--- src/design/lrupr_pkg.sv ---
// Shared types and constants for the LRU page replacement block.
// No dependencies; imported by every module of the block except lrupr_ram.
package lrupr_pkg;

  localparam int SLOT_OUT_W = 4;   // width of the slot result field
  localparam int OCC_W      = 5;   // width of the occupied result field
  localparam int TOTAL_W    = 32;  // width of the hit and fault totals
  localparam int CFG_W      = 5;   // width of the frame_count register
  localparam int CAP_W      = 8;   // compare width for capacity checks

  localparam logic [CFG_W-1:0] FRAME_COUNT_RESET = 5'd16;

  // Result of the shared compare unit for one frame entry
  typedef struct packed {
    logic match;  // entry page equals the referenced page
    logic older;  // entry rank at or above the oldest rank seen so far
    logic age;    // entry must move one step toward least recent
  } cmp_res_t;

endpackage

--- src/design/lrupr_ram.sv ---
// Generic simple dual-port RAM: one write port, one read port, registered read.
// No dependencies.
module lrupr_ram #(
  parameter int WIDTH = 20,
  parameter int DEPTH = 16
) (
  input  logic                                   clk,
  input  logic                                   we,
  input  logic [(DEPTH > 1 ? $clog2(DEPTH) : 1)-1:0] waddr,
  input  logic [WIDTH-1:0]                       wdata,
  input  logic [(DEPTH > 1 ? $clog2(DEPTH) : 1)-1:0] raddr,
  output logic [WIDTH-1:0]                       rdata
);

  logic [WIDTH-1:0] mem [DEPTH];

  always_ff @(posedge clk) begin
    if (we) begin
      mem[waddr] <= wdata;
    end
    rdata <= mem[raddr];
  end

endmodule

--- src/design/lrupr_cmp.sv ---
// Shared compare unit: evaluates one frame entry per cycle for the sequencer.
// Depends on lrupr_pkg (cmp_res_t).
module lrupr_cmp import lrupr_pkg::*; #(
  parameter int PAGE_BITS = 16,
  parameter int RANK_W    = 4
) (
  input  logic [PAGE_BITS-1:0] entry_page,
  input  logic [RANK_W-1:0]    entry_rank,
  input  logic [PAGE_BITS-1:0] ref_page,
  input  logic [RANK_W-1:0]    best_rank,
  input  logic [RANK_W-1:0]    limit_rank,
  input  logic                 age_all,
  output cmp_res_t             res,
  output logic [RANK_W-1:0]    rank_inc
);

  always_comb begin
    res.match = (entry_page == ref_page);
    res.older = (entry_rank >= best_rank);
    res.age   = age_all || (entry_rank < limit_rank);
  end

  assign rank_inc = entry_rank + RANK_W'(1);

endmodule

--- src/design/lru_page_replacement_top.sv ---
// Top level of the LRU page replacement block: sequencer, counters, frame RAM.
// Depends on lrupr_pkg, lrupr_ram, lrupr_cmp.
//
//  channel   signals                                         direction
//  -------   ----------------------------------------------  ---------
//  request   start, page, start_string; busy                 in; busy out
//  result    done, hit, slot, evicted_valid, evicted_page,   out
//            occupied, fault_total, hit_total
//  config    cfg_we, cfg_data (frame_count)                  in
//
// A request runs a search pass over the frames filled at accept (after any
// start_string clear), a decide state, then a rank-aging RMW pass that on a
// fill also covers the new slot, all through the single RAM read port and the
// shared compare unit.
// Reset is synchronous; frames start empty and frame_count reads 16.
// busy is high from accept until done; done is a one-cycle strobe, never stalled.
module lru_page_replacement_top import lrupr_pkg::*; #(
  parameter int MAX_FRAME_SLOTS = 16,
  parameter int PAGE_BITS       = 16
) (
  input  logic                 clk,
  input  logic                 rst,
  input  logic                 cfg_we,
  input  logic [CFG_W-1:0]     cfg_data,
  input  logic                 start,
  output logic                 busy,
  input  logic [PAGE_BITS-1:0] page,
  input  logic                 start_string,
  output logic                 done,
  output logic                 hit,
  output logic [SLOT_OUT_W-1:0] slot,
  output logic                 evicted_valid,
  output logic [PAGE_BITS-1:0] evicted_page,
  output logic [OCC_W-1:0]     occupied,
  output logic [TOTAL_W-1:0]   fault_total,
  output logic [TOTAL_W-1:0]   hit_total
);

  localparam int IDX_W  = (MAX_FRAME_SLOTS > 1) ? $clog2(MAX_FRAME_SLOTS) : 1;
  localparam int CNT_W  = $clog2(MAX_FRAME_SLOTS + 1);
  localparam int RANK_W = IDX_W;
  localparam int ENT_W  = PAGE_BITS + RANK_W;

  typedef enum logic [1:0] {ST_IDLE, ST_SEARCH, ST_DECIDE, ST_UPDATE} state_t;

  state_t               state;
  logic [CFG_W-1:0]     frame_count;
  logic [CNT_W-1:0]     filled;
  logic [TOTAL_W-1:0]   faults;
  logic [TOTAL_W-1:0]   hits;
  logic [CNT_W-1:0]     issue;
  logic                 pend;
  logic [IDX_W-1:0]     pend_idx;
  logic [PAGE_BITS-1:0] page_reg;
  logic                 found;
  logic [IDX_W-1:0]     fslot;
  logic [RANK_W-1:0]    frank;
  logic [IDX_W-1:0]     oslot;
  logic [RANK_W-1:0]    orank;
  logic [PAGE_BITS-1:0] opage;
  logic [IDX_W-1:0]     tslot;
  logic [RANK_W-1:0]    tlimit;
  logic                 age_all;
  logic                 hit_r;
  logic                 evict_r;

  logic [ENT_W-1:0]     rdata;
  logic [ENT_W-1:0]     wdata;
  logic                 we;
  logic [PAGE_BITS-1:0] entry_page;
  logic [RANK_W-1:0]    entry_rank;
  logic [RANK_W-1:0]    rank_inc;
  cmp_res_t             cres;

  logic [CAP_W-1:0]     fc_ext;
  logic [CAP_W-1:0]     cap;
  logic                 full;
  logic                 more;

  assign busy = (state != ST_IDLE);

  assign entry_page = rdata[ENT_W-1:RANK_W];
  assign entry_rank = rdata[RANK_W-1:0];

  // capacity: zero counts as one, anything above the slot count saturates
  always_comb begin
    fc_ext = CAP_W'(frame_count);
    if (fc_ext == '0) begin
      cap = CAP_W'(1);
    end else if (fc_ext > CAP_W'(MAX_FRAME_SLOTS)) begin
      cap = CAP_W'(MAX_FRAME_SLOTS);
    end else begin
      cap = fc_ext;
    end
    full = (CAP_W'(filled) >= cap);
    more = (issue < filled);
  end

  // write-back during the aging pass
  always_comb begin
    we = (state == ST_UPDATE) && pend && ((pend_idx == tslot) || cres.age);
    if (pend_idx == tslot) begin
      wdata = {page_reg, {RANK_W{1'b0}}};
    end else begin
      wdata = {entry_page, rank_inc};
    end
  end

  lrupr_ram #(
    .WIDTH (ENT_W),
    .DEPTH (MAX_FRAME_SLOTS)
  ) u_ram (
    .clk   (clk),
    .we    (we),
    .waddr (pend_idx),
    .wdata (wdata),
    .raddr (issue[IDX_W-1:0]),
    .rdata (rdata)
  );

  lrupr_cmp #(
    .PAGE_BITS (PAGE_BITS),
    .RANK_W    (RANK_W)
  ) u_cmp (
    .entry_page (entry_page),
    .entry_rank (entry_rank),
    .ref_page   (page_reg),
    .best_rank  (orank),
    .limit_rank (tlimit),
    .age_all    (age_all),
    .res        (cres),
    .rank_inc   (rank_inc)
  );

  always_ff @(posedge clk) begin
    if (rst) begin
      state       <= ST_IDLE;
      frame_count <= FRAME_COUNT_RESET;
      filled      <= '0;
      faults      <= '0;
      hits        <= '0;
      issue       <= '0;
      pend        <= 1'b0;
      done        <= 1'b0;
    end else begin
      if (cfg_we) begin
        frame_count <= cfg_data;
      end
      case (state)
        ST_IDLE: begin
          done <= 1'b0;
          if (start) begin
            page_reg <= page;
            found    <= 1'b0;
            oslot    <= '0;
            orank    <= '0;
            issue    <= '0;
            pend     <= 1'b0;
            if (start_string) begin
              filled <= '0;
              faults <= '0;
              hits   <= '0;
            end
            state <= ST_SEARCH;
          end
        end
        ST_SEARCH: begin
          pend     <= more;
          pend_idx <= issue[IDX_W-1:0];
          if (more) begin
            issue <= issue + CNT_W'(1);
          end
          if (pend) begin
            // first match wins; the oldest is the last entry at the top rank
            if (cres.match && !found) begin
              found <= 1'b1;
              fslot <= pend_idx;
              frank <= entry_rank;
            end
            if (cres.older) begin
              oslot <= pend_idx;
              orank <= entry_rank;
              opage <= entry_page;
            end
          end
          if (!more && !pend) begin
            state <= ST_DECIDE;
          end
        end
        ST_DECIDE: begin
          issue   <= '0;
          pend    <= 1'b0;
          hit_r   <= found;
          evict_r <= 1'b0;
          age_all <= 1'b0;
          if (found) begin
            hits   <= hits + TOTAL_W'(1);
            tslot  <= fslot;
            tlimit <= frank;
          end else begin
            faults <= faults + TOTAL_W'(1);
            if (full) begin
              tslot   <= oslot;
              tlimit  <= orank;
              evict_r <= 1'b1;
            end else begin
              // new page goes to the next free slot; every other page ages
              tslot   <= filled[IDX_W-1:0];
              tlimit  <= '0;
              age_all <= 1'b1;
              filled  <= filled + CNT_W'(1);
            end
          end
          state <= ST_UPDATE;
        end
        ST_UPDATE: begin
          pend     <= more;
          pend_idx <= issue[IDX_W-1:0];
          done     <= !more && !pend;
          if (more) begin
            issue <= issue + CNT_W'(1);
          end
          if (!more && !pend) begin
            hit           <= hit_r;
            slot          <= SLOT_OUT_W'(tslot);
            evicted_valid <= evict_r;
            evicted_page  <= evict_r ? opage : '0;
            occupied      <= OCC_W'(filled);
            fault_total   <= faults;
            hit_total     <= hits;
            state         <= ST_IDLE;
          end
        end
        default: begin
          done  <= 1'b0;
          state <= ST_IDLE;
        end
      endcase
    end
  end

endmodule

--- config.mk ---
export PLATFORM = sky130hd
export DESIGN_NAME = lru_page_replacement_top
export DESIGN_NICKNAME = d
export VERILOG_FILES = /design/src/design/lrupr_pkg.sv /design/src/design/lrupr_ram.sv /design/src/design/lrupr_cmp.sv /design/src/design/lru_page_replacement_top.sv
export SDC_FILE = /design/constraint.sdc
export NUM_CORES = 1
export LEC_CHECK = 0
export BUFFER_PORTS_ARGS = -buffer_cell sky130_fd_sc_hd__buf_2
export CORE_UTILIZATION = 40
export DETAILED_ROUTE_END_ITERATION = 12
export HOLD_SLACK_MARGIN = 0.1
export SETUP_SLACK_MARGIN = 0.02
export SLEW_MARGIN = 20
export SYNTH_ARGS = -nofsm -noshare
export SYNTH_HDL_FRONTEND = slang
export SYNTH_HIERARCHICAL = 1
export SYNTH_SLANG_ARGS = --single-unit
--- constraint.sdc ---
create_clock -name clk -period 5.5 [get_ports clk]
set_input_delay 0 -clock clk [delete_from_list [all_inputs] [get_ports clk]]
set_output_delay 0 -clock clk [all_outputs]
set_load 0.01 [all_outputs]
=== After elaboration in Yosys (flattened, before gate mapping) ===
Memories as Yosys holds them, arrays and structs flattened. A register that Yosys moved wholly into a read port is not among the register bits.
Cells that the tools add are included.

* Add/sub/neg operators: 5
* Order comparisons: 5
* Equality and inequality tests: 16
* Mux-type cells: 42
* Bitwise gates (word level): 1
* Reductions and logical operators: 29

{| class="wikitable"
|+ Operator list
! operator !! number
|-
| two-way mux 32 bit || 4
|-
| case mux 32 bit (2 select lines) || 2
|-
| adder 32 x 1 -> 32 bit (second input constant) || 2
|-
| two-way mux 5 bit || 8
|-
| two-way mux 4 bit || 9
|-
| two-way mux 20 bit || 1
|-
| inequality test 2 bit (second input constant) || 9
|-
| equality test 16 bit || 1
|-
| case mux 4 bit (2 select lines) || 2
|-
| AND reduction 4 bit || 4
|-
| case mux 5 bit (3 select lines) || 1
|-
| AND reduction 5 bit || 3
|-
| adder 5 x 1 -> 5 bit (second input constant) || 2
|-
| case mux 5 bit (2 select lines) || 1
|-
| AND reduction 3 bit || 3
|-
| greater-or-equal comparator 5 x 8 -> 1 bit || 1
|-
| case mux 2 bit (4 select lines) || 1
|-
| nonzero test 2 bit || 4
|-
| two-way mux 1 bit || 7
|-
| two-way mux 2 bit || 3
|-
| AND reduction 2 bit || 3
|-
| greater-than comparator 5 bit (second input constant) || 1
|-
| zero test 5 bit || 1
|-
| less-than comparator 5 bit || 1
|-
| other kinds (15) || 24
|}

* Register bits after elaboration: 238
* RAM bits: 320
* Input bits: 26
* Output and inout port bits: 93
* Logic and storage cells: 127
* Memories kept: 1

{| class="wikitable"
|+ Memory list
! name !! depth !! width !! rd ports !! clocked after Yosys merged registers in !! write ports !! RTL line !! source
|-
| u_ram.mem || 16 || 20 || 1 || 1 || 1 || lrupr_ram.sv:15 || <nowiki>logic [WIDTH-1:0] mem [DEPTH];</nowiki>
|}

=== Logic depth before layout (Yosys ltp) ===
* Depth in word-level cells: 7
* Depth in mapped cells: 10
* Mapped depth without buffers: 9

=== Modules after synthesis ===
Netlist, hierarchy kept.

{| class="wikitable"
|+ By module, submodules not included
! module !! times used !! cells each !! area an instance (um2) !! sequential area each (um2)
|-
| lrupr_ram || 1 || 533 || 12530.8 || 10009.6
|-
| lru_page_replacement_top || 1 || 741 || 9431.5 || 6316.1
|-
| lrupr_cmp || 1 || 50 || 384.1 || 0.0
|}

=== Worst setup path before layout ===
No wires, ideal clock.

* Kind: register to register
* From: register filled[2]
* To: register evicted_page[0] (enable)
* Library setup time: 0.460 ns
* Arrival time: 3.568 ns
* Data required time: 5.040 ns
* Setup slack: 1.472 ns
* Cell stages (with the launch flop): 8
* Path buffers: 1
* Clock period less this slack: 4.028 ns
* Cell sequence: dfxtp_1 -> inv_1 -> ha_1 -> a211oi_1 -> o221a_2 -> clkbuf_1 -> nor2_1 -> and3_1

* Word-level cells in the longest chain between the ends: 4

{| class="wikitable"
|+ RTL lines
! item !! RTL line !! source
|-
| from (decl) || lru_page_replacement_top.sv:48 || <nowiki>logic [CNT_W-1:0] filled;</nowiki>
|-
| from (signal assigned) || lru_page_replacement_top.sv:211 || <nowiki>filled <= filled + CNT_W'(1);</nowiki>
|-
| less-than comparator 5 bit || lru_page_replacement_top.sv:96 || <nowiki>more = (issue < filled);</nowiki>
|-
| zero test 1 bit || lru_page_replacement_top.sv:223 || <nowiki>if (!more && !pend) begin</nowiki>
|-
| logical AND 1 bit || lru_page_replacement_top.sv:223 ||
|-
| AND reduction 3 bit (no line) || - ||
|-
| to (signal assigned) || lru_page_replacement_top.sv:227 || <nowiki>evicted_page <= evict_r ? opage : '0;</nowiki>
|-
| to (decl) || lru_page_replacement_top.sv:33 || <nowiki>output logic [PAGE_BITS-1:0] evicted_page,</nowiki>
|}

Every way passes these cells.
A chain may end at the register's enable or synchronous reset.

=== Worst setup path after layout ===
* From: register pend_idx[0]
* To: memory u_ram.mem[6][10] (enable)

* Word-level cells in the longest chain between the ends: 5

{| class="wikitable"
|+ RTL lines
! item !! RTL line !! source
|-
| from (decl) || lru_page_replacement_top.sv:53 || <nowiki>logic [IDX_W-1:0] pend_idx;</nowiki>
|-
| from (signal assigned) || lru_page_replacement_top.sv:169 || <nowiki>pend_idx <= issue[IDX_W-1:0];</nowiki>
|-
| from (signal assigned) || lru_page_replacement_top.sv:218 || <nowiki>pend_idx <= issue[IDX_W-1:0];</nowiki>
|-
| equality test 4 bit || lru_page_replacement_top.sv:101 || <nowiki>we = (state == ST_UPDATE) && pend && ((pend_idx == tslot) || cres.age);</nowiki>
|-
| logical OR 1 bit || lru_page_replacement_top.sv:101 ||
|-
| logical AND 1 bit || lru_page_replacement_top.sv:101 ||
|-
| named net we || lru_page_replacement_top.sv:69 || <nowiki>logic we;</nowiki>
|-
| two-way mux 1 bit || lrupr_ram.sv:18 || <nowiki>if (we) begin</nowiki>
|-
| two-way mux 1 bit (implied by the code) || lrupr_ram.sv:19 || <nowiki>mem[waddr] <= wdata;</nowiki>
|-
| to (decl) || lrupr_ram.sv:15 ||
|}

The timed path passes the listed nets, and every way through them passes these cells.

==> results.ini <==
[timing]
timing.final.crit_period_ns=3.26
fin_crit_sh_pct=59.2
tns_ns=0
hold_viol=0
rsz0062_at_grt=no
drv_slew=0
worst_pin_slew_ns=1.08
fin_ws_ns=2.24
skew_ns=0.0179
finalSetupViolCount=0
fmax_ghz=0.307
slew_headroom_pct=28.0

[route]
ant_nets=0
route.detailed.drc=0
viasPerCell=5.24
routed_wl_microns=47100
drt-initial-drc-count=831
wl_per_cell_microns=20.4
via_count=12118
first_pass_iters=5

[synthesis]
synth_nets=1375
synthAdderAreaFrac_pct=1.40
syn_area_per_cell_sq_um=16.9
syn_inst=1324
synth_cell_types=59
synth_compound_gate_area_share_pct=3.68
synth_top_family_by_area=multiplexers
synth.area.mux_share_pct=9.68
synthDominantCellAreaShare_pct=63.8
netlist_top_cells_area=edfxtp_1 64%, dfxtp_1 9.2%, mux4_2 6.5%, mux4_1 1.9%, nor2_1 1.5%
yosys_most_used_dff=edfxtp_1
synthArstFlopShare_pct=0
synthSimpleGateAreaFrac_pct=7.83
ys_seq_area_share_pct=73.1
ys_ff_latch=578
synth_top_area_cell=edfxtp_1
synth-edff-count=475
synth_xor_area_share_pct=2.67
yosys_warnings=6
syn_area_sq_um=22300

[setup_path]
timing.critical_path.from_type=flip-flop
worstSetupPathType=reg2reg
setup.worst_path.end_class=flip-flop
cp.arrival_ns=3.58
crit_path_max_fanout=21
cp.required_ns=5.82

[cts]
cts-resized-gates=0
htree_levels=2
cts_tree=built
cts_buffer_depth=3
cts-root-buf=clkbuf_16
clk_pin_slew_ns=0.06
cts-buffers-inserted=56
clk_latency_ns=0.60
cts_sinks=578

[placed_design]
pre_cts_slack_ns=1.96
hpwl_microns=29900
gp_congestion=0.772
io_buffer_count=118

[finish]
mostFrequentLayoutCell=edfxtp_1
multi_input_area_sq_um=5780
final_nets=1569
layout-drive-gt1-share_pct=22.3
fillers=4635
mostFrequentLayoutCells=475 x edfxtp_1, 118 x buf_2, 101 x dfxtp_1
largest_register_ff_count=320
largest-register=u_ram/mem
final-seq-area_sq_um=16300
diodes=0
area_delta_synth_final_pct=17.7

[status]
status=finished, final reports clean

[global_routing]
gr-total-overflow=0
grtUsageTotal_pct=16.7
grt_pass1_wl_microns=71700
grt_max_degree=54
antenna_found_initial=0
first_global_vias=12165

[die]
die_h_microns=238
num_rows=86
ioPinCount=119
fp.dieW_microns=238
core-area_sq_um=55200
initial_core_util_pct=40.5
die_area_sq_um=56800

[pwr]
powerDensity_nw_per_um2=386
p_total_w=0.0101
p_leak_nw=8.71
ir_drop_uv=238

[flow_run]
cap_violations=0

[min_path]
hold_class=in2reg

## metrics by stage
| step | cell area, sq um | utilization (%) | cells | hold slack (ns) |
|---|---|---|---|---|
| 2_1_floorplan | 22300 | - | 1324 | 0.0989 |
| 3_3_place_gp | 23800 | 43.2 | 2159 | 0.178 |
| 3_5_place_dp | 23900 | 43.3 | 2159 | 0.178 |
| 4_1_cts | 26300 | 47.6 | 2314 | 0.113 |
| 5_1_grt | 26300 | 47.6 | 2314 | 0.138 |
| 6_report | 26300 | 47.6 | 2314 | 0.167 |
## what timing repair did
item / CTS / global route
hold buffers: 49 / 0
setup buffers: 0 / 0
hold endpoints to repair: 36 / 0
## final timing paths
kind / slack, ns / from / depth (start not counted) / endpoint
max: 2.24 / pend_idx[0]$_DFFE_PP_ / 7 / u_ram/mem[6][10]$_DFFE_PP_
min: 0.17 / page[13] / 2 / page_reg[13]$_DFFE_PP_
max reg2reg: 2.24 / pend_idx[0]$_DFFE_PP_ / 7 / u_ram/mem[6][10]$_DFFE_PP_
min reg2reg: 0.43 / hit_r$_DFFE_PP_ / 0 / hit$_DFFE_PP_
## power by group
part	leakage, nW	internal, W	switching (W)
clock network	0.930	0.00230	0.00162
logic	2.57	0.000412	0.000703
registers	5.21	0.00499	0.000126
total	8.71	0.00770	0.00245
## kinds of logic (layout without fill, tap and decap cells)
kind of cell | count (synthesis) | count (layout)
buffers and inverters | 81 | 323
adders and majority gates | 25 | 25
AOI/OAI and AO/OA | 124 | 124
muxes | 108 | 108
xor gates and xnor gates | 68 | 68
DFF | 578 | 578
and+or+nand+nor | 340 | 340
## final cells by class
type / instances / share of cell area [%]
Clock inverter: 30 / 1.21
Timing Repair Buffer: 188 / 4.71
Multi-Input combinational cell: 665 / 22.0
Clock buffer: 76 / 6.00
Tap cell: 748 / 3.56
Sequential cell: 578 / 62.1
Inverter: 29 / 0.414
## Yosys cell counts (25+ instances only)
library cell / instances
nand2_1: 77
ha_1: 25
and2_1: 27
nor2_1: 91
a22oi_1: 41
xnor2_1: 35
nand4_1: 35
inv_1: 29
mux4_2: 64
a21oi_1: 26
dfxtp_1: 103
xor2_1: 33
clkbuf_1: 35
nand3_1: 25
edfxtp_1: 475
## critical path: stages, from the launching register on
cell and delay [ns]:
edfxtp_1 0.56, xor2_1 0.23, nor4_2 0.27, buf_4 0.35, o211a_1 0.25, nand3b_1 0.37, nor2_4 0.70, buf_4 0.23
## routing by layer
| layer | vias up | GRT usage, % | wire length, microns |
|---|---|---|---|
| li1 | 5552 | - | - |
| met1 | 6193 | 23.0 | 20900 |
| met2 | 312 | 27.9 | 22900 |
| met3 | 61 | 2.80 | 2570 |
| met4 | 0 | 3.65 | 762 |
| met5 | - | 0 | 0 |
(Power assumes the default switching activity.)
